[src/hw/rtl/tlv_stream_deframer_unit_defines.svh]
// Assertion macros shared by the identifier-length-value deframer RTL.
// Defining ASSERT_OFF turns every macro into an empty body.
`ifndef TLV_STREAM_DEFRAMER_UNIT_DEFINES_SVH
`define TLV_STREAM_DEFRAMER_UNIT_DEFINES_SVH

`ifndef ASSERT_OFF

// Clocked check that is disabled while the synchronous reset is low.
`define TLV_ASSERT_RST(label, clk, rst_n, prop, msg) \
    label: assert property (@(posedge clk) disable iff (!(rst_n)) prop) else $error(msg);

// Clocked check that also holds during reset.
`define TLV_ASSERT_CLK(label, clk, prop, msg) \
    label: assert property (@(posedge clk) prop) else $error(msg);

`else

`define TLV_ASSERT_RST(label, clk, rst_n, prop, msg)
`define TLV_ASSERT_CLK(label, clk, prop, msg)

`endif

`endif

[src/hw/rtl/tlvdf_pkg.sv]
// Types and constants for the identifier-length-value deframer.
// No dependencies.
package tlvdf_pkg;

    typedef logic [2:0] t_phase;

    // Parser phases: identifier, short length, escaped long length, payload.
    localparam t_phase PH_ID    = 3'd0;
    localparam t_phase PH_LEN0  = 3'd1;
    localparam t_phase PH_LEN1  = 3'd2;
    localparam t_phase PH_XLEN0 = 3'd3;
    localparam t_phase PH_XLEN1 = 3'd4;
    localparam t_phase PH_XLEN2 = 3'd5;
    localparam t_phase PH_XLEN3 = 3'd6;
    localparam t_phase PH_DATA  = 3'd7;

    // A short length of all ones announces a 32-bit length.
    localparam logic [15:0] SHORT_ESCAPE = 16'hFFFF;

endpackage

[src/hw/rtl/tlvdf_if.sv]
// Valid/ready stream interfaces for the deframer input bytes and results.
// No dependencies.
interface tlvdf_in_if;
    logic       valid;
    logic       ready;
    logic [7:0] rx_byte;

    modport source (output valid, output rx_byte, input ready);
    modport sink   (input valid, input rx_byte, output ready);
endinterface

interface tlvdf_out_if;
    logic        valid;
    logic        ready;
    logic [7:0]  payload_byte;
    logic [7:0]  packet_id;
    logic [31:0] packet_length;
    logic        long_form;
    logic        is_last;
    logic        is_empty;

    modport source (
        output valid, output payload_byte, output packet_id, output packet_length,
        output long_form, output is_last, output is_empty, input ready
    );
    modport sink (
        input valid, input payload_byte, input packet_id, input packet_length,
        input long_form, input is_last, input is_empty, output ready
    );
endinterface

[src/hw/rtl/tlv_stream_deframer_unit.sv]
// Splits a byte stream of identifier-length-value packets into tagged payload bytes. The
// block takes one byte per cycle unless a waiting result is stalled at the output: each byte
// updates the parser phase and the held header fields, and any result it produces lands in one output
// register, so a new byte is taken in the same cycle that a waiting result is taken. A
// packet is a one-byte identifier and a 16-bit little-endian length; a length of 0xFFFF is
// followed by a 32-bit little-endian length. Header bytes give no result, each payload byte
// gives one, and a zero-length packet gives a single empty marker with is_last set.
// Depends on tlvdf_pkg, tlvdf_if.sv and tlv_stream_deframer_unit_defines.svh.
`include "tlv_stream_deframer_unit_defines.svh"

module tlv_stream_deframer_unit
    import tlvdf_pkg::*;
(
    input  logic               i_clk,
    input  logic               i_rst_n,
    tlvdf_in_if.sink           i_rx,
    tlvdf_out_if.source        o_res
);

    t_phase      r_phase, n_phase;
    logic [7:0]  r_id, n_id;
    logic [31:0] r_len, n_len;
    logic [31:0] r_left, n_left;
    logic        r_long, n_long;

    logic        r_out_valid;
    logic [7:0]  r_out_byte;
    logic [7:0]  r_out_id;
    logic [31:0] r_out_len;
    logic        r_out_long;
    logic        r_out_last;
    logic        r_out_empty;

    logic        w_acc;
    logic        w_emit;
    logic [7:0]  w_byte;
    logic        w_last;
    logic        w_empty;
    logic [15:0] w_len16;
    logic [31:0] w_len32;
    logic [7:0]  b;

    assign b      = i_rx.rx_byte;
    assign i_rx.ready = !r_out_valid || o_res.ready;
    assign w_acc  = i_rx.valid && i_rx.ready;
    assign w_len16 = {b, r_len[7:0]};
    assign w_len32 = {b, r_len[23:0]};

    always_comb begin
        n_phase = r_phase;
        n_id    = r_id;
        n_len   = r_len;
        n_left  = r_left;
        n_long  = r_long;
        w_emit  = 1'b0;
        w_byte  = 8'd0;
        w_last  = 1'b0;
        w_empty = 1'b0;
        case (r_phase)
            PH_ID: begin
                n_id    = b;
                n_phase = PH_LEN0;
            end
            PH_LEN0: begin
                n_len   = {24'd0, b};
                n_phase = PH_LEN1;
            end
            PH_LEN1: begin
                if (w_len16 == SHORT_ESCAPE) begin
                    n_long  = 1'b1;
                    n_len   = 32'd0;
                    n_phase = PH_XLEN0;
                end else begin
                    n_long = 1'b0;
                    n_len  = {16'd0, w_len16};
                    if (w_len16 == 16'd0) begin
                        w_emit  = 1'b1;
                        w_last  = 1'b1;
                        w_empty = 1'b1;
                        n_phase = PH_ID;
                    end else begin
                        n_left  = {16'd0, w_len16};
                        n_phase = PH_DATA;
                    end
                end
            end
            PH_XLEN0: begin
                n_len   = {24'd0, b};
                n_phase = PH_XLEN1;
            end
            PH_XLEN1: begin
                n_len   = {r_len[31:16], b, r_len[7:0]};
                n_phase = PH_XLEN2;
            end
            PH_XLEN2: begin
                n_len   = {r_len[31:24], b, r_len[15:0]};
                n_phase = PH_XLEN3;
            end
            PH_XLEN3: begin
                n_len = w_len32;
                if (w_len32 == 32'd0) begin
                    w_emit  = 1'b1;
                    w_last  = 1'b1;
                    w_empty = 1'b1;
                    n_phase = PH_ID;
                end else begin
                    n_left  = w_len32;
                    n_phase = PH_DATA;
                end
            end
            PH_DATA: begin
                n_left = r_left - 32'd1;
                w_emit = 1'b1;
                w_byte = b;
                if (r_left == 32'd1) begin
                    w_last  = 1'b1;
                    n_phase = PH_ID;
                end
            end
            default: begin
                n_phase = PH_ID;
            end
        endcase
    end

    always_ff @(posedge i_clk) begin
        if (!i_rst_n) begin
            r_phase <= PH_ID;
            r_id    <= 8'd0;
            r_len   <= 32'd0;
            r_left  <= 32'd0;
            r_long  <= 1'b0;
        end else if (w_acc) begin
            r_phase <= n_phase;
            r_id    <= n_id;
            r_len   <= n_len;
            r_left  <= n_left;
            r_long  <= n_long;
        end
    end

    always_ff @(posedge i_clk) begin
        if (!i_rst_n) begin
            r_out_valid <= 1'b0;
        end else if (w_acc && w_emit) begin
            r_out_valid <= 1'b1;
        end else if (o_res.ready) begin
            r_out_valid <= 1'b0;
        end
    end

    // The result fields carry the header as it stands after this byte.
    always_ff @(posedge i_clk) begin
        if (w_acc && w_emit) begin
            r_out_byte  <= w_byte;
            r_out_id    <= n_id;
            r_out_len   <= n_len;
            r_out_long  <= n_long;
            r_out_last  <= w_last;
            r_out_empty <= w_empty;
        end
    end

    assign o_res.valid         = r_out_valid;
    assign o_res.payload_byte  = r_out_byte;
    assign o_res.packet_id     = r_out_id;
    assign o_res.packet_length = r_out_len;
    assign o_res.long_form     = r_out_long;
    assign o_res.is_last       = r_out_last;
    assign o_res.is_empty      = r_out_empty;

    // The payload phase is only entered with a nonzero count and left when it reaches one.
    `TLV_ASSERT_RST(a_data_left_nonzero, i_clk, i_rst_n, (r_phase == PH_DATA) |-> (r_left != 32'd0), "payload phase with no bytes left")

    `TLV_ASSERT_RST(a_empty_marker_shape, i_clk, i_rst_n, (o_res.valid && o_res.is_empty) |-> (o_res.is_last && o_res.payload_byte == 8'd0), "malformed empty marker")

    `TLV_ASSERT_RST(a_short_length_range, i_clk, i_rst_n, (o_res.valid && !o_res.long_form) |-> (o_res.packet_length[31:16] == 16'd0), "short-form length exceeds 16 bits")

    `TLV_ASSERT_RST(a_last_returns_to_id, i_clk, i_rst_n, (w_acc && w_emit && w_last) |=> (r_phase == PH_ID), "parser did not return to identifier after packet end")

endmodule

[src/flat_wrapper.sv]
// flat-port wrapper written by rule: the top's interface ports become plain ports
module tlv_stream_deframer_unit_flat import tlvdf_pkg::*;
  (i_clk, i_rst_n, i_rx_valid, i_rx_rx_byte, i_rx_ready, o_res_valid, o_res_payload_byte, o_res_packet_id, o_res_packet_length, o_res_long_form, o_res_is_last, o_res_is_empty, o_res_ready);
  tlvdf_in_if i_rx_i ();
  tlvdf_out_if o_res_i ();
  input  logic i_clk;
  input  logic i_rst_n;
  input wire logic [$bits(i_rx_i.valid)-1:0] i_rx_valid;
  input wire logic [$bits(i_rx_i.rx_byte)-1:0] i_rx_rx_byte;
  output wire logic [$bits(i_rx_i.ready)-1:0] i_rx_ready;
  output wire logic [$bits(o_res_i.valid)-1:0] o_res_valid;
  output wire logic [$bits(o_res_i.payload_byte)-1:0] o_res_payload_byte;
  output wire logic [$bits(o_res_i.packet_id)-1:0] o_res_packet_id;
  output wire logic [$bits(o_res_i.packet_length)-1:0] o_res_packet_length;
  output wire logic [$bits(o_res_i.long_form)-1:0] o_res_long_form;
  output wire logic [$bits(o_res_i.is_last)-1:0] o_res_is_last;
  output wire logic [$bits(o_res_i.is_empty)-1:0] o_res_is_empty;
  input wire logic [$bits(o_res_i.ready)-1:0] o_res_ready;
  assign i_rx_i.valid = i_rx_valid;
  assign i_rx_i.rx_byte = i_rx_rx_byte;
  assign i_rx_ready = i_rx_i.ready;
  assign o_res_valid = o_res_i.valid;
  assign o_res_payload_byte = o_res_i.payload_byte;
  assign o_res_packet_id = o_res_i.packet_id;
  assign o_res_packet_length = o_res_i.packet_length;
  assign o_res_long_form = o_res_i.long_form;
  assign o_res_is_last = o_res_i.is_last;
  assign o_res_is_empty = o_res_i.is_empty;
  assign o_res_i.ready = o_res_ready;
  tlv_stream_deframer_unit u_core (.i_clk(i_clk), .i_rst_n(i_rst_n), .i_rx(i_rx_i), .o_res(o_res_i));
endmodule
[config.mk]
export PLATFORM = sky130hd
export DESIGN_NAME = tlv_stream_deframer_unit_flat
export DESIGN_NICKNAME = d
export VERILOG_FILES = /design/src/hw/rtl/tlvdf_pkg.sv /design/src/hw/rtl/tlvdf_if.sv /design/src/hw/rtl/tlv_stream_deframer_unit.sv /design/src/flat_wrapper.sv
export VERILOG_INCLUDE_DIRS = /design/src /design/src/hw/rtl
export SDC_FILE = /design/constraint.sdc
export NUM_CORES = 1
export LEC_CHECK = 0
export ABC_CLOCK_PERIOD_IN_PS = 4500
export BUFFER_PORTS_ARGS = -buffer_cell sky130_fd_sc_hd__buf_2
export CAP_MARGIN = 0
export CORE_UTILIZATION = 55
export DETAILED_ROUTE_END_ITERATION = 8
export PLACE_DENSITY = 0.81
export SLEW_MARGIN = 20
export SYNTH_ARGS = -nofsm -noshare
export SYNTH_HDL_FRONTEND = slang
export SYNTH_SLANG_ARGS = --single-unit
[constraint.sdc]
create_clock -name i_clk -period 4.5 [get_ports i_clk]
set_input_delay 0.45 -clock i_clk [delete_from_list [all_inputs] [get_ports i_clk]]
set_output_delay 0.45 -clock i_clk [all_outputs]
set_load 0.005 [all_outputs]
# Yosys cells after proc, flatten, opt, wreduce, memory -nomap -nowiden

Index checks and enable logic that the tools add are counted.

Multiplexer cells: 23
Eq/ne operators: 13
$add $sub $neg: 1
Reduce and logical (&&, ||, !) cells: 12

Operators by type and width:

| operator                                                                 | count |
|---|---|
| 32-bit case mux with 5 select lines                                      | 1 |
| 32-bit two-way mux                                                       | 3 |
| 32-bit case mux with 3 select lines                                      | 1 |
| 32-bit by 1-bit == test with 1-bit output (second input constant)        | 1 |
| 32-bit logical NOT                                                       | 1 |
| 32-bit by 1-bit subtractor with 32-bit output (second input constant)    | 1 |
| 3-bit case mux with 8 select lines                                       | 1 |
| 16-bit == test (second input constant)                                   | 1 |
| 16-bit logical NOT                                                       | 1 |
| 16-bit two-way mux                                                       | 1 |
| 3-bit == test (second input constant)                                    | 4 |
| 3-bit two-way mux                                                        | 4 |
| 1-bit two-way mux                                                        | 8 |
| 8-bit two-way mux                                                        | 1 |
| 3-bit by 2-bit == test with 1-bit output (second input constant)         | 2 |
| 2-bit inequality test (second input constant)                            | 3 |
| 1-bit case mux with 3 select lines                                       | 2 |
| 5-bit AND reduction                                                      | 1 |
| 3-bit by 1-bit == test with 1-bit output (second input constant)         | 1 |
| 3-bit logical NOT                                                        | 1 |
| 3-bit nonzero test                                                       | 1 |
| 1-bit logical AND                                                        | 2 |
| 2-bit by 1-bit inequality test with 1-bit output (second input constant) | 1 |
| 1-bit case mux with 2 select lines                                       | 1 |
| 5 further kinds                                                          | 5 |

Register bits: 128
Output and inout port bits: 53
Logic and storage cells: 61
Bits of input ports: 12

# Longest topological paths before layout

Gate-level depths: netlist of the first run.

Depth after elaboration: 6
Gate-level depth with buffers: 9
Gate-level depth less buffers: 8

# Least setup slack after synthesis of the first run

OpenSTA, ideal clock, no wires.

Path kind: input -> register
Start: input port i_rx_rx_byte[1]
End: register u_core.r_out_empty, in the netlist u_core.o_res.is_empty (enable)
Path slack: 0.557 ns
Arrival time: 3.483 ns
Path buffers: 0
Stages: 6
Path through: nor4_1 -> nand4_1 -> a21oi_1 -> and2_1 -> nor2_1 -> nor2_1

Longest elaborated chain between the ends: 5
Elaborated cells between the ends (all ways): 8
Those cells by class: eq/ne (1); mux (4); reduce/logical (3)

Ends and longest elaborated chain:

| element                              | RTL line                        | source |
|---|---|---|
| start, declared                      | flat_wrapper.sv:9               | `input wire logic [$bits(i_rx_i.rx_byte)-1:0] i_rx_rx_byte;` |
| 16-bit logical NOT                   | tlv_stream_deframer_unit.sv:76  | `if (w_len16 == 16'd0) begin` |
| 1-bit two-way mux                    | tlv_stream_deframer_unit.sv:76  |  |
| 1-bit two-way mux                    | tlv_stream_deframer_unit.sv:69  | `if (w_len16 == SHORT_ESCAPE) begin` |
| 1-bit case mux with 3 select lines * | tlv_stream_deframer_unit.sv:59  | `case (r_phase)` |
| 1-bit logical AND *                  | tlv_stream_deframer_unit.sv:154 | `if (w_acc && w_emit) begin` |
| end signal, assigned                 | tlv_stream_deframer_unit.sv:160 | `r_out_empty <= w_empty;` |
| end, declared                        | tlv_stream_deframer_unit.sv:32  | `logic r_out_empty;` |

Mark *: on every way between the ends. The rest lies on a longest branch, timed or not.
A chain may end at the register's enable or synchronous reset.

# Final worst setup path of the first run

Start: register u_core.r_left[8]
End: register u_core.r_phase[1]

Longest elaborated chain between the ends: 3

Ends and longest elaborated chain:

| element                                                           | RTL line                        | source |
|---|---|---|
| start, declared                                                   | tlv_stream_deframer_unit.sv:23  | `logic [31:0] r_left, n_left;` |
| start signal, assigned                                            | tlv_stream_deframer_unit.sv:137 | `r_left <= n_left;` |
| 32-bit by 1-bit == test with 1-bit output                         | tlv_stream_deframer_unit.sv:115 | `if (r_left == 32'd1) begin` |
| 2-bit by 1-bit inequality test with 1-bit output (no source line) | --                              |  |
| 2-bit AND reduction (no source line)                              | --                              |  |
| end signal, assigned                                              | tlv_stream_deframer_unit.sv:134 | `r_phase <= n_phase;` |
| end, declared                                                     | tlv_stream_deframer_unit.sv:20  | `t_phase r_phase, n_phase;` |

No other way between the ends.

==> results.md, run 1 <==
- Cell Area, Synth: ~0.0061 mm2
- Post-synthesis instance total: about 650
- Cell accounting for the most synthesized area: sky130_fd_sc_hd__dfxtp_1
- Worst setup timing slack at the placement stage: 1.32 ns
- Depth of the CTS H-tree: 4
- Half-perimeter wire length after detailed placement: between 10 and 15 mm
- Biggest fanout along the worst timing path: 14
- Number of enable-type register cells in the synthesized netlist: 51
- Die span in x: 107 um
- Final ANT Viol Nets: 0
- First DRT Iteration DRCs: slightly below 800
- Worst IR drop on VDD: 0.284 mV
- GR Util All Layers: 0.326
- P&R area growth vs syn: 15.6%
- Minimum setup slack in the final design: 1.25 ns
- Number of buffers added by the clock tree synthesis step: 17
- Arrival time of data at the critical path endpoint: 3.67 ns
- Post-Route Setup TNS: 0 ns
- Starting utilization of the core area: 0.578
- Worst endpoint required time: roughly 4.9 ns
- Aggregate global routing overflow: 0
- Period utilisation layout: 0.721
- Layout Cell Area excl Fill: around 0.0070 mm2
- Post-layout min period: between 3 and 4 ns
- Sequential share of the synthesized area: 0.506
- Synth Net Count: between 600 and 700
- Clock tree from TritonCTS: yes
- Via count of the first global-routing pass: between 5000 and 6000
- Portion of synthesized cell area occupied by the leading cell type: 0.254
- CTS Buffer Depth: 2
- Number of design rule violations left after detail routing: 0
- Remaining max-slew budget at the tightest pin: 0.270
- Number of flip-flops and latches in the synthesized netlist: around 130
- Highest clock frequency the design can meet: between 300 and 400 MHz
- Count of hold buffers inserted by post-cts repair: 0
- Clk slew on worst S/H paths: approximately 0.060 ns
- Sink Count: between 100 and 150
- Vias per cell: between 6 and 7
- Cell-by-cell trace of the critical path: or4_4 > or4_1 > nor4_1 > o21ai_1 > o211ai_1 > o21ai_0
- Max incr delay on CP: roughly 0.84 ns
- I/O Buffers: 64
- Vias post-DR: roughly 5800
- LEAKAGE: about 2.6 nW
- Avg Inst Size Synth: approximately 9.3 um2
- Total number of placement rows: 37
- Final GP Congestion: ~0.95
- Kind of cell with the highest combined delay on the critical path: simple AND/OR/NAND/NOR gates
- Area of combinational cells with multiple inputs: around 0.0028 mm2
- Number of unique standard cell types used by synthesis: between 50 and 60
- Detailed-routing iteration count for the pre-antenna-repair pass: 6
- Max-cap viol count: 0
- Initial antenna violation count: 0
- Antenna fix cells: 0
- Worst Setup End Kind: flip-flop
- Number of nets in the final layout: roughly 700
- Clock latency reported for the late side of the worst-skew pair: around 0.54 ns
- Outcome: finished clean
- Core area: 0.0105 mm2
- Fraction of layout instances using a drive strength above 1: 0.183
- Transition time of the tightest slew-check pin: between 1 and 1.5 ns
- Min-Delay Path Class: in2reg
- Total I/O pin count: 65
- Count of warnings emitted by yosys: 0
- Crit path max-delay cell type: sky130_fd_sc_hd__or4_1
- Main area contributors after synthesis: sky130_fd_sc_hd__dfxtp_1, sky130_fd_sc_hd__edfxtp_1, sky130_fd_sc_hd__a21oi_1
- Type of element launching the critical path: flip-flop
- Number of buffer and inverter instances along the worst setup path: 0
- First-pass GRT wire length: 28.5 mm
- Die area: 0.0115 mm2
- Buffer type at the clock tree root: sky130_fd_sc_hd__clkbuf_8
- Area post-placement: between 0.006 and 0.007 mm2
- Share of synthesized registers carrying an async set or reset: 0
- # Post-CTS Setup Buffers: 0
- Number of instances resized during post-cts repair: 0
- Hold Vio Cnt, Final: 0
- PwrDens: roughly 410 mW/mm2
- Total length of routed wires: between 15 and 20 mm
- Combined flip-flop and latch cell area: 0.00307 mm2
- Largest net degree at the start of global routing: 60
- Classification of the worst setup path: reg2reg
- Setup-violating endpoint count in the final report: 0
- Routed length per placed instance: between 20 and 25 um
- Final Skew: slightly above 0.006 ns
- Max-slew violation total from the final report: 0
- Fillers: approximately 800
- Y dimension of the die: about 110 um
- Most frequently used flop master after synthesis: sky130_fd_sc_hd__dfxtp_1
- Setup repair after global routing missed its margin: false
==> metrics by stage <==
| step | cells | power, mW | hold slack [ns] | utilization |
|---|---|---|---|---|
| final | 837 | 2.90 | 0.265 | 0.668 |
| after global routing | 837 | 2.96 | 0.281 | 0.668 |
| after CTS | 837 | 2.88 | 0.276 | 0.667 |
| after detailed placement | 805 | 1.50 | 0.448 | 0.610 |
| after global placement | 805 | 1.50 | 0.441 | 0.610 |
| after floorplan | 652 | 1.44 | 0.433 | - |
==> final cells by class <==
type	count	area share
clock buffer	18	0.0595
clock inverter	14	0.0257
inverter	6	0.00321
multi-input combinational	462	0.394
sequential	128	0.438
tap	136	0.0242
timing repair buffer	73	0.0553
==> placed cells by master, fill, tap and decap left out, drive strengths merged, types with 5 or more instances in the layout <==
cell	count
dfxtp	77
buf	73
a21oi	72
nand2	71
nor2	54
edfxtp	51
a22o	40
nor3	25
o21ai	24
a22oi	22
nor4	22
clkbuf	18
o211ai	15
and2	11
inv	11
or3	10
nand3	9
mux2	9
xor2	7
nand4	7
o31ai	6
o22ai	5
nor2b	5
nand2b	5
==> worst paths after layout <==
| check | to | slack [ns] | from | cells past startpoint |
|---|---|---|---|---|
| hold / removal | u_core.o_res.valid | 0.26 | o_res_ready | 3 |
| setup reg to reg | u_core.r_phase[1] | 1.25 | u_core.r_left[8] | 6 |
| hold reg to reg | u_core.r_id[2] | 0.46 | u_core.r_id[2] | 2 |
| setup / recovery | u_core.r_phase[1] | 1.25 | u_core.r_left[8] | 6 |
==> registers in the layout, summed over array words and instances (netlist names) <==
signal                      cells
u_core.r_id                     8
u_core.r_len                   32
u_core.r_long                   1
u_core.o_res.valid              1
u_core.o_res.payload_byte       8
u_core.o_res.is_last            1
u_core.o_res.packet_id          8
u_core.r_left                  32
u_core.o_res.packet_length     32
u_core.r_phase                  3
u_core.o_res.is_empty           1
u_core.o_res.long_form          1
==> layer usage <==
metal	wire, um	track usage	vias up
met5	0	0	-
met4	749	0.143	0
met3	2160	0.0912	96
met2	8110	0.496	462
met1	7070	0.434	2734
li1	-	-	2506
==> cells in the mapped netlist, drive strengths merged, types with 2 or more instances <==
library cell,instances
dfxtp,77
a21oi,72
nand2,71
nor2,54
clkbuf,52
edfxtp,51
a22o,40
nor3,25
o21ai,24
a22oi,22
nor4,22
o211ai,15
and2,11
or3,10
mux2,9
nand3,9
nand4,7
xor2,7
inv,6
o31ai,6
nand2b,5
nor2b,5
o22ai,5
a221oi,4
a31oi,4
and3,4
buf,4
or2,4
or4,4
a211oi,3
ha,2
nor4b,2
==> logic make-up after synthesis <==
logic type	Yosys count	share of synthesized area
flip-flops	128	0.506
XOR/XNOR	7	0.0101
multiplexers	10	0.0183
AO/OA/AOI/OAI	205	0.223
adder cells (fa/ha/maj)	2	0.00412
buffers and inverters	62	0.0402
AND/OR/NAND/NOR	238	0.198
==> worst reg2reg max path, stage by stage (launching register included) <==
cell and delay, ns:
sky130_fd_sc_hd__dfxtp_1 0.37, sky130_fd_sc_hd__or4_4 0.58, sky130_fd_sc_hd__or4_1 0.84, sky130_fd_sc_hd__nor4_1 0.78
sky130_fd_sc_hd__o21ai_1 0.21, sky130_fd_sc_hd__o211ai_1 0.24, sky130_fd_sc_hd__o21ai_0 0.11
==> power breakdown <==
| part | internal, mW | switching, mW | leakage (nW) |
|---|---|---|---|
| Combinational | 0.0858 | 0.169 | 1.20 |
| Sequential | 1.22 | 0.0218 | 1.11 |
| Clock | 0.854 | 0.555 | 0.281 |
| Total | 2.16 | 0.746 | 2.59 |
Power figures use the tool's default switching activity.
==> inputs of run 2 (changes only) <==
Settings changed: ABC_AREA set to 1, ABC_CLOCK_PERIOD_IN_PS 4500 to 3100.
Clock period 4.5 ns to 3.1 ns, I/O delays scaled along.
==> run 2 against run 1 <==
  * Clock power grew 30%
  * Largest cell class is now multi-input combinational cells
  * Critical path type unchanged
  * Critical path depth rose by 3
  * Worst hold slack got worse by 0.051 ns
  * Sequential power increased by 51%
==> results.md, run 2 <==
- Synthesized-area fraction occupied by and/or/nand/nor cells: 0.341 (+0.143)
- Transition time of the tightest slew-check pin: 0.597 ns (-0.496 ns)
- Die span in x: 114 um (+6.7%)
- Worst IR drop on VDD: 0.437 mV (+54%)
- Outcome: finished clean
- Power Total: 4.47 mW (+54%)
- Post-Synth XOR/XNOR Area: 0.00126 (-0.00883)
- First DRT Iteration DRCs: 686 (-11%)
- Vias per cell: 5.42 (-22%)
- Layout Utilization: 0.652 (-0.0163)
- Post-Synth Adder-Cell Area: 0.00361 (-0.000508)
- Fraction of the mapped netlist area in compound gates: 0.108 (-0.115)
- Instance count after placement with tap cells included: 1233 (+53%)
- Period utilisation layout: 0.797 (+0.0753)
- Worst Setup End Kind: flip-flop
- Clock group share of total power: 0.410 (-0.075)
- Sink Count: 128 (unchanged)
- CTS Buffer Depth: 2 (unchanged)
- Antenna fix cells: 0 (unchanged)
- PwrDens: 564 mW/mm2 (+36%)
- Total number of placement rows: 40 (+8.1%)
- Fraction of layout instances using a drive strength above 1: 0.108 (-0.0741)
- Min-Delay Path Class: in2reg
- Arrival time of data at the critical path endpoint: 2.83 ns (-0.84 ns)
- Fraction of power spent switching nets: 0.312 (+0.0549)
- Vias post-DR: 6858 (+18%)
- Setup-violating endpoint count in the final report: 0 (unchanged)
- Number of instances resized during post-cts repair: 0 (unchanged)
- Post-synthesis instance total: 1027 (+58%)
- Worst endpoint required time: 3.46 ns (-1.46 ns)
- Sequential group share of total power: 0.419 (-0.008)
- Leading cell types in the layout, fill and taps excluded: sky130_fd_sc_hd__nand2_1, sky130_fd_sc_hd__nor2_1, sky130_fd_sc_hd__inv_1, sky130_fd_sc_hd__dfxtp_1, sky130_fd_sc_hd__o21ai_0
- Total I/O pin count: 65 (unchanged)
- Classification of the worst setup path: reg2reg
- Highest clock frequency the design can meet: 405 MHz (+31%)
- Type of element launching the critical path: flip-flop
- Final GP Congestion: 0.973 (+2.6%)
- Core area: 0.0122 mm2 (+16%)
- I/O Buffers: 64 (unchanged)
- # Post-CTS Setup Buffers: 0 (unchanged)
- Biggest fanout along the worst timing path: 33 (+19)
- First-pass GRT wire length: 30.3 mm (+6.3%)
- LEAKAGE: 3.99 nW (+54%)
- Number of unique standard cell types used by synthesis: 32 (-42%)
- Largest net degree at the start of global routing: 55 (-8.3%)
- Most instantiated cells after synthesis: sky130_fd_sc_hd__nand2_1, sky130_fd_sc_hd__nor2_1, sky130_fd_sc_hd__inv_1, sky130_fd_sc_hd__dfxtp_1, sky130_fd_sc_hd__o21ai_0
- Dominant combinational cell family by area after synthesis: simple AND/OR/NAND/NOR gates
- Proportion of synthesized area in mux cells: 0 (-0.0183)
- Number of standard cells in the layout, taps in and fillers out: 1265 (+51%)
- Hold Vio Cnt, Final: 0 (unchanged)
- Main area contributors after synthesis: sky130_fd_sc_hd__dfxtp_1, sky130_fd_sc_hd__edfxtp_1, sky130_fd_sc_hd__nand2_1
- Clk slew on worst S/H paths: 0.06 ns (about the same)
- Y dimension of the die: 114 um (+6.7%)
- Number of flip-flops and latches in the synthesized netlist: 128 (unchanged)
- Number of buffers added by the clock tree synthesis step: 17 (unchanged)
- Die area: 0.0130 mm2 (+14%)
- Most frequent standard cell in the layout excluding fill and tap cells: sky130_fd_sc_hd__nand2_1
- Depth of the CTS H-tree: 4 (unchanged)
- Via count of the first global-routing pass: 6328 (+19%)
- Most repeated cell in the gate-level netlist after synthesis: sky130_fd_sc_hd__nand2_1
- Share of synthesized registers carrying an async set or reset: 0 (unchanged)
- Cell accounting for the most synthesized area: sky130_fd_sc_hd__dfxtp_1
- Clock latency reported for the late side of the worst-skew pair: 0.43 ns (-0.11 ns)
- Count of warnings emitted by yosys: 0 (unchanged)
- Count of hold buffers inserted by post-cts repair: 0 (unchanged)
- Routed length per placed instance: 14.8 um (-31%)
- Post-Route Hold Slack: 0.214 ns (-0.0511 ns)
- Cell Area, Synth: 0.00692 mm2 (+14%)
- Total length of routed wires: 18.7 mm (+3.6%)
- Initial antenna violation count: 0 (unchanged)
- Final Skew: 0.00917 ns (+0.00299 ns)
- Number of enable-type register cells in the synthesized netlist: 51 (unchanged)
- GR Util All Layers: 0.303 (-0.0236)
- Synth Net Count: 1041 (+56%)
- Aggregate global routing overflow: 0 (unchanged)
- Portion of synthesized cell area occupied by the leading cell type: 0.223 (-0.0313)
- Final ANT Viol Nets: 0 (unchanged)
- Number of nets in the final layout: 1098 (+56%)
- Post-Route Setup TNS: 0 ns (unchanged)
- Remaining max-slew budget at the tightest pin: 0.601 (+0.331)
- Max-slew violation total from the final report: 0 (unchanged)
- Setup repair after global routing missed its margin: false
- Post-layout min period: 2.47 ns (-0.776 ns)
- Max-cap viol count: 0 (unchanged)
- Half-perimeter wire length after detailed placement: 13.0 mm (+16%)
- Avg Inst Size Synth: 6.74 um2 (-28%)
- Clock tree from TritonCTS: yes
- P&R area growth vs syn: 14.4%
- Buffer type at the clock tree root: sky130_fd_sc_hd__clkbuf_16
- Net Switching: 1.39 mW (+87%)
- Number of design rule violations left after detail routing: 0 (unchanged)
- Internal cell power: 3.08 mW (+43%)
- Gate power share: 0.171 (+0.083)
- Sequential share of the synthesized area: 0.444 (-0.0624)
- Starting utilization of the core area: 0.569 (-0.00835)
- Detailed-routing iteration count for the pre-antenna-repair pass: 6 (unchanged)
- Most frequently used flop master after synthesis: sky130_fd_sc_hd__dfxtp_1
run 2: cell types whose count changed after synthesis, sizes merged, moves of 22 or more:
cell,previous run,this run
o21ai,24,74
nand3,9,61
a21oi,72,48
inv,6,143
a22oi,22,0
clkbuf,52,18
nor2,54,209
nand2,71,280
a22o,40,0
run 2: layout make-up:
class	count	area, um2
clock inverter	13	104
clock buffer	19	433
inverter	144	541
tap	168	210
fill	1071	4240
multi-input combinational	719	3140
timing repair buffer	74	420
sequential	128	3070
run 2: metal layers:
metal,global-route usage,part of all wire
met2,0.484,0.46
met5,0,0
met3,0.0551,0.077
met4,0.151,0.035
met1,0.395,0.43
run 2: cells by family after synthesis:
family	count (synthesis)
buffers and inverters	180
adder cells (fa/ha/maj)	2
AND/OR/NAND/NOR	577
AO/OA/AOI/OAI	139
XOR/XNOR	1
flip-flops	128
run 2: power by group through the flow:
stage,Combinational [mW],Clock [mW],Sequential [mW]
6_report,0.766,1.83,1.87
5_1_grt,0.861,1.91,1.88
4_1_cts,0.748,1.84,1.87
3_5_place_dp,0.739,0,1.90
3_3_place_gp,0.728,0,1.90
2_1_floorplan,0.562,0,1.89
run 2: critical path, cell delays in order (launching register included):
cell                      delay, ns
sky130_fd_sc_hd__dfxtp_1       0.59
sky130_fd_sc_hd__nand3_4       0.28
sky130_fd_sc_hd__nand2_2       0.16
sky130_fd_sc_hd__nor2_1        0.09
sky130_fd_sc_hd__nor2_4        0.17
sky130_fd_sc_hd__nand3_2       0.49
sky130_fd_sc_hd__buf_12        0.38
sky130_fd_sc_hd__nand2_1       0.07
sky130_fd_sc_hd__nand2_1       0.04
sky130_fd_sc_hd__nor2_1        0.12
run 2: path summary, 6_finish.rpt:
path                      start            endpoint  slack [ns]  cells after the start
max reg2reg   u_core.r_phase[2]   u_core.r_left[24]        0.63                      9
min                 o_res_ready  u_core.o_res.valid        0.21                      4
min reg2reg  u_core.o_res.valid  u_core.o_res.valid        0.54                      2
max           u_core.r_phase[2]   u_core.r_left[24]        0.63                      9
run 2: metrics by stage:
| stage | instance area, um2 | setup WS [ns] |
|---|---|---|
| floorplan | 6920 | 0.519 |
| global placement | 7390 | 0.823 |
| detailed placement | 7390 | 0.705 |
| CTS | 7920 | 0.698 |
| global route | 7920 | 0.384 |
| finish | 7920 | 0.631 |
==> inputs of run 3 (changes only) <==
Settings changed: ABC_CLOCK_PERIOD_IN_PS 3100 to 2200, CORE_UTILIZATION 55 to 54, PLACE_DENSITY 0.81 to 0.83.
Clock period 3.1 ns to 2.2 ns, I/O delays scaled along.
==> run 3 against run 2 <==
  * Via count decreased by 1.4%
  * Setup slack got worse by 0.49 ns
  * Global-route usage decreased by 0.97 points
  * First-iteration DRC count decreased by 2.0%
  * Critical path depth decreased by 5
  * Core utilization increased by 0.53 points
  * Cell area increased by 1.6%
  * Die area increased by 1.8%
  * Non-clock buffer count increased by 7
  * Sequential share of layout area decreased by 0.63 points
  * Critical path type unchanged
  * Critical endpoint is now u_core.o_res.packet_length[13]
==> results.md, run 3 (same netlist as run 2, synthesis figures left out) <==
- Clock latency reported for the late side of the worst-skew pair: 0.42 ns (about the same)
- GR Util All Layers: 0.293 (-0.00974)
- Net Switching: 1.94 mW (+39%)
- Number of standard cells in the layout, taps in and fillers out: 1272 (+0.55%)
- Starting utilization of the core area: 0.565 (-0.00465)
- Clock tree from TritonCTS: yes
- Hold Vio Cnt, Final: 0 (unchanged)
- Count of hold buffers inserted by post-cts repair: 0 (unchanged)
- First DRT Iteration DRCs: 672 (-2.0%)
- Kind of cell with the highest combined delay on the critical path: simple AND/OR/NAND/NOR gates
- PwrDens: 814 mW/mm2 (+44%)
- Period utilisation layout: 0.934 (+0.138)
- Transition time of the tightest slew-check pin: 0.592 ns (-0.00542 ns)
- Max incr delay on CP: 0.60 ns (about the same)
- Gate power share: 0.166 (-0.005)
- Largest net degree at the start of global routing: 60 (+9.1%)
- Fraction of layout instances using a drive strength above 1: 0.116 (+0.00746)
- Outcome: finished clean
- Half-perimeter wire length after detailed placement: 12.5 mm (-3.5%)
- CTS Buffer Depth: 2 (unchanged)
- Die area: 0.0133 mm2 (+1.8%)
- Sequential group share of total power: 0.402 (-0.017)
- Number of buffers added by the clock tree synthesis step: 17 (unchanged)
- Number of design rule violations left after detail routing: 0 (unchanged)
- # Post-CTS Setup Buffers: 0 (unchanged)
- Highest clock frequency the design can meet: 486 MHz (+20%)
- Post-Route Setup TNS: 0 ns (unchanged)
- Leading cell types in the layout, fill and taps excluded: sky130_fd_sc_hd__nand2_1, sky130_fd_sc_hd__nor2_1, sky130_fd_sc_hd__inv_1, sky130_fd_sc_hd__dfxtp_1, sky130_fd_sc_hd__o21ai_0
- Clk slew on worst S/H paths: 0.06 ns (about the same)
- Final Skew: 0.0111 ns (+0.00190 ns)
- Antenna fix cells: 0 (unchanged)
- Worst IR drop on VDD: 0.452 mV (+3.5%)
- Clock group share of total power: 0.432 (+0.022)
- Total length of routed wires: 18.4 mm (-1.6%)
- Via count of the first global-routing pass: 6013 (-5.0%)
- Max-cap viol count: 0 (unchanged)
- Number of instances resized during post-cts repair: 0 (unchanged)
- Total number of placement rows: 40 (unchanged)
- Final GP Congestion: 0.974 (about the same)
- Reg-to-reg setup timing slack: 0.14 ns (-0.49 ns)
- Number of nets in the final layout: 1105 (+0.64%)
- Die span in x: 115 um (+0.91%)
- Sink Count: 128 (unchanged)
- Fraction of power spent switching nets: 0.296 (-0.0155)
- Y dimension of the die: 115 um (+0.91%)
- Classification of the worst setup path: reg2reg
- Vias post-DR: 6760 (-1.4%)
- Most used cell, CP: sky130_fd_sc_hd__nand2_1
- I/O Buffers: 64 (unchanged)
- P&R area growth vs syn: 16.3%
- Max-slew violation total from the final report: 0 (unchanged)
- Buffer type at the clock tree root: sky130_fd_sc_hd__clkbuf_16
- Vias per cell: 5.31 (-2.0%)
- Most frequent standard cell in the layout excluding fill and tap cells: sky130_fd_sc_hd__nand2_1
- Min-Delay Path Class: in2reg
- Crit path max-delay cell type: sky130_fd_sc_hd__dfxtp_1
- Core area: 0.0123 mm2 (+0.82%)
- Remaining max-slew budget at the tightest pin: 0.604 (+0.00312)
- Worst Setup End Kind: flip-flop
- Final ANT Viol Nets: 0 (unchanged)
- Depth of the CTS H-tree: 4 (unchanged)
- Total I/O pin count: 65 (unchanged)
- Setup repair after global routing missed its margin: false
- Worst endpoint required time: 2.36 ns (-1.10 ns)
- Arrival time of data at the critical path endpoint: 2.21 ns (-0.62 ns)
- Initial antenna violation count: 0 (unchanged)
- Internal cell power: 4.62 mW (+50%)
- First-pass GRT wire length: 29.6 mm (-2.2%)
- Number of buffer and inverter instances along the worst setup path: 0 (-1)
- Aggregate global routing overflow: 0 (unchanged)
- Type of element launching the critical path: flip-flop
- Detailed-routing iteration count for the pre-antenna-repair pass: 7 (+1)
- Cell-by-cell trace of the critical path: or2_1 > nand2_1 > nand2_1 > nand2_1
- Setup-violating endpoint count in the final report: 0 (unchanged)
- Instance count after placement with tap cells included: 1240 (+0.57%)
- Biggest fanout along the worst timing path: 17 (-48%)
- Post-layout min period: 2.06 ns (-0.414 ns)
- LEAKAGE: 4.04 nW (+1.4%)
- Routed length per placed instance: 14.5 um (-2.1%)
==> run 3: per-stage QoR <==
| step | utilization | total power, mW | area, um2 | setup WS (ns) | hold slack (ns) |
|---|---|---|---|---|---|
| after floorplan | - | 3.45 | 6930 | 0.0117 | 0.441 |
| after global placement | 0.608 | 3.70 | 7460 | 0.318 | 0.477 |
| after detailed placement | 0.608 | 3.72 | 7460 | 0.255 | 0.483 |
| after CTS | 0.657 | 6.53 | 8050 | 0.209 | 0.139 |
| after global routing | 0.657 | 6.83 | 8050 | 0.0160 | 0.164 |
| final | 0.657 | 6.56 | 8050 | 0.144 | 0.142 |
==> run 3: metal layers <==
metal / GRT usage / part of all wire / up-vias
met5: 0 / 0 / -
met4: 0.151 / 0.037 / 0
met3: 0.0601 / 0.092 / 55
met2: 0.444 / 0.44 / 332
met1: 0.396 / 0.43 / 2978
li1: - / - / 3395
==> run 3: cell type report <==
| type | count | area, um2 |
|---|---|---|
| well taps | 168 | 210 |
| clock inverters | 13 | 153 |
| repair buffers | 81 | 485 |
| flip-flops and latches | 128 | 3070 |
| inverters | 144 | 544 |
| clock buffers | 19 | 443 |
| fillers | 1049 | 4210 |
| multi-input cells | 719 | 3150 |
==> run 3: worst reg2reg max path: stages, from the launching register on <==
cell and delay [ns]:
sky130_fd_sc_hd__dfxtp_1 0.60, sky130_fd_sc_hd__or2_1 0.54, sky130_fd_sc_hd__nand2_1 0.36, sky130_fd_sc_hd__nand2_1 0.20
sky130_fd_sc_hd__nand2_1 0.10
==> run 3: path summary, 6_finish.rpt <==
path / startpoint / to / cells past startpoint
worst min register to register: u_core.r_long / u_core.r_long / 2
worst min-delay path: o_res_ready / u_core.o_res.valid / 4
worst max-delay path: u_core.r_phase[2] / u_core.o_res.packet_length[13] / 4
worst max register to register: u_core.r_phase[2] / u_core.o_res.packet_length[13] / 4
==> run 3: power by group through the flow <==
stage	sequential, mW	combinational [mW]	clock, mW
CTS	2.63	1.06	2.83
global route	2.64	1.22	2.96
finish	2.64	1.09	2.83
global placement	2.68	1.02	0
floorplan	2.66	0.793	0
detailed placement	2.68	1.04	0
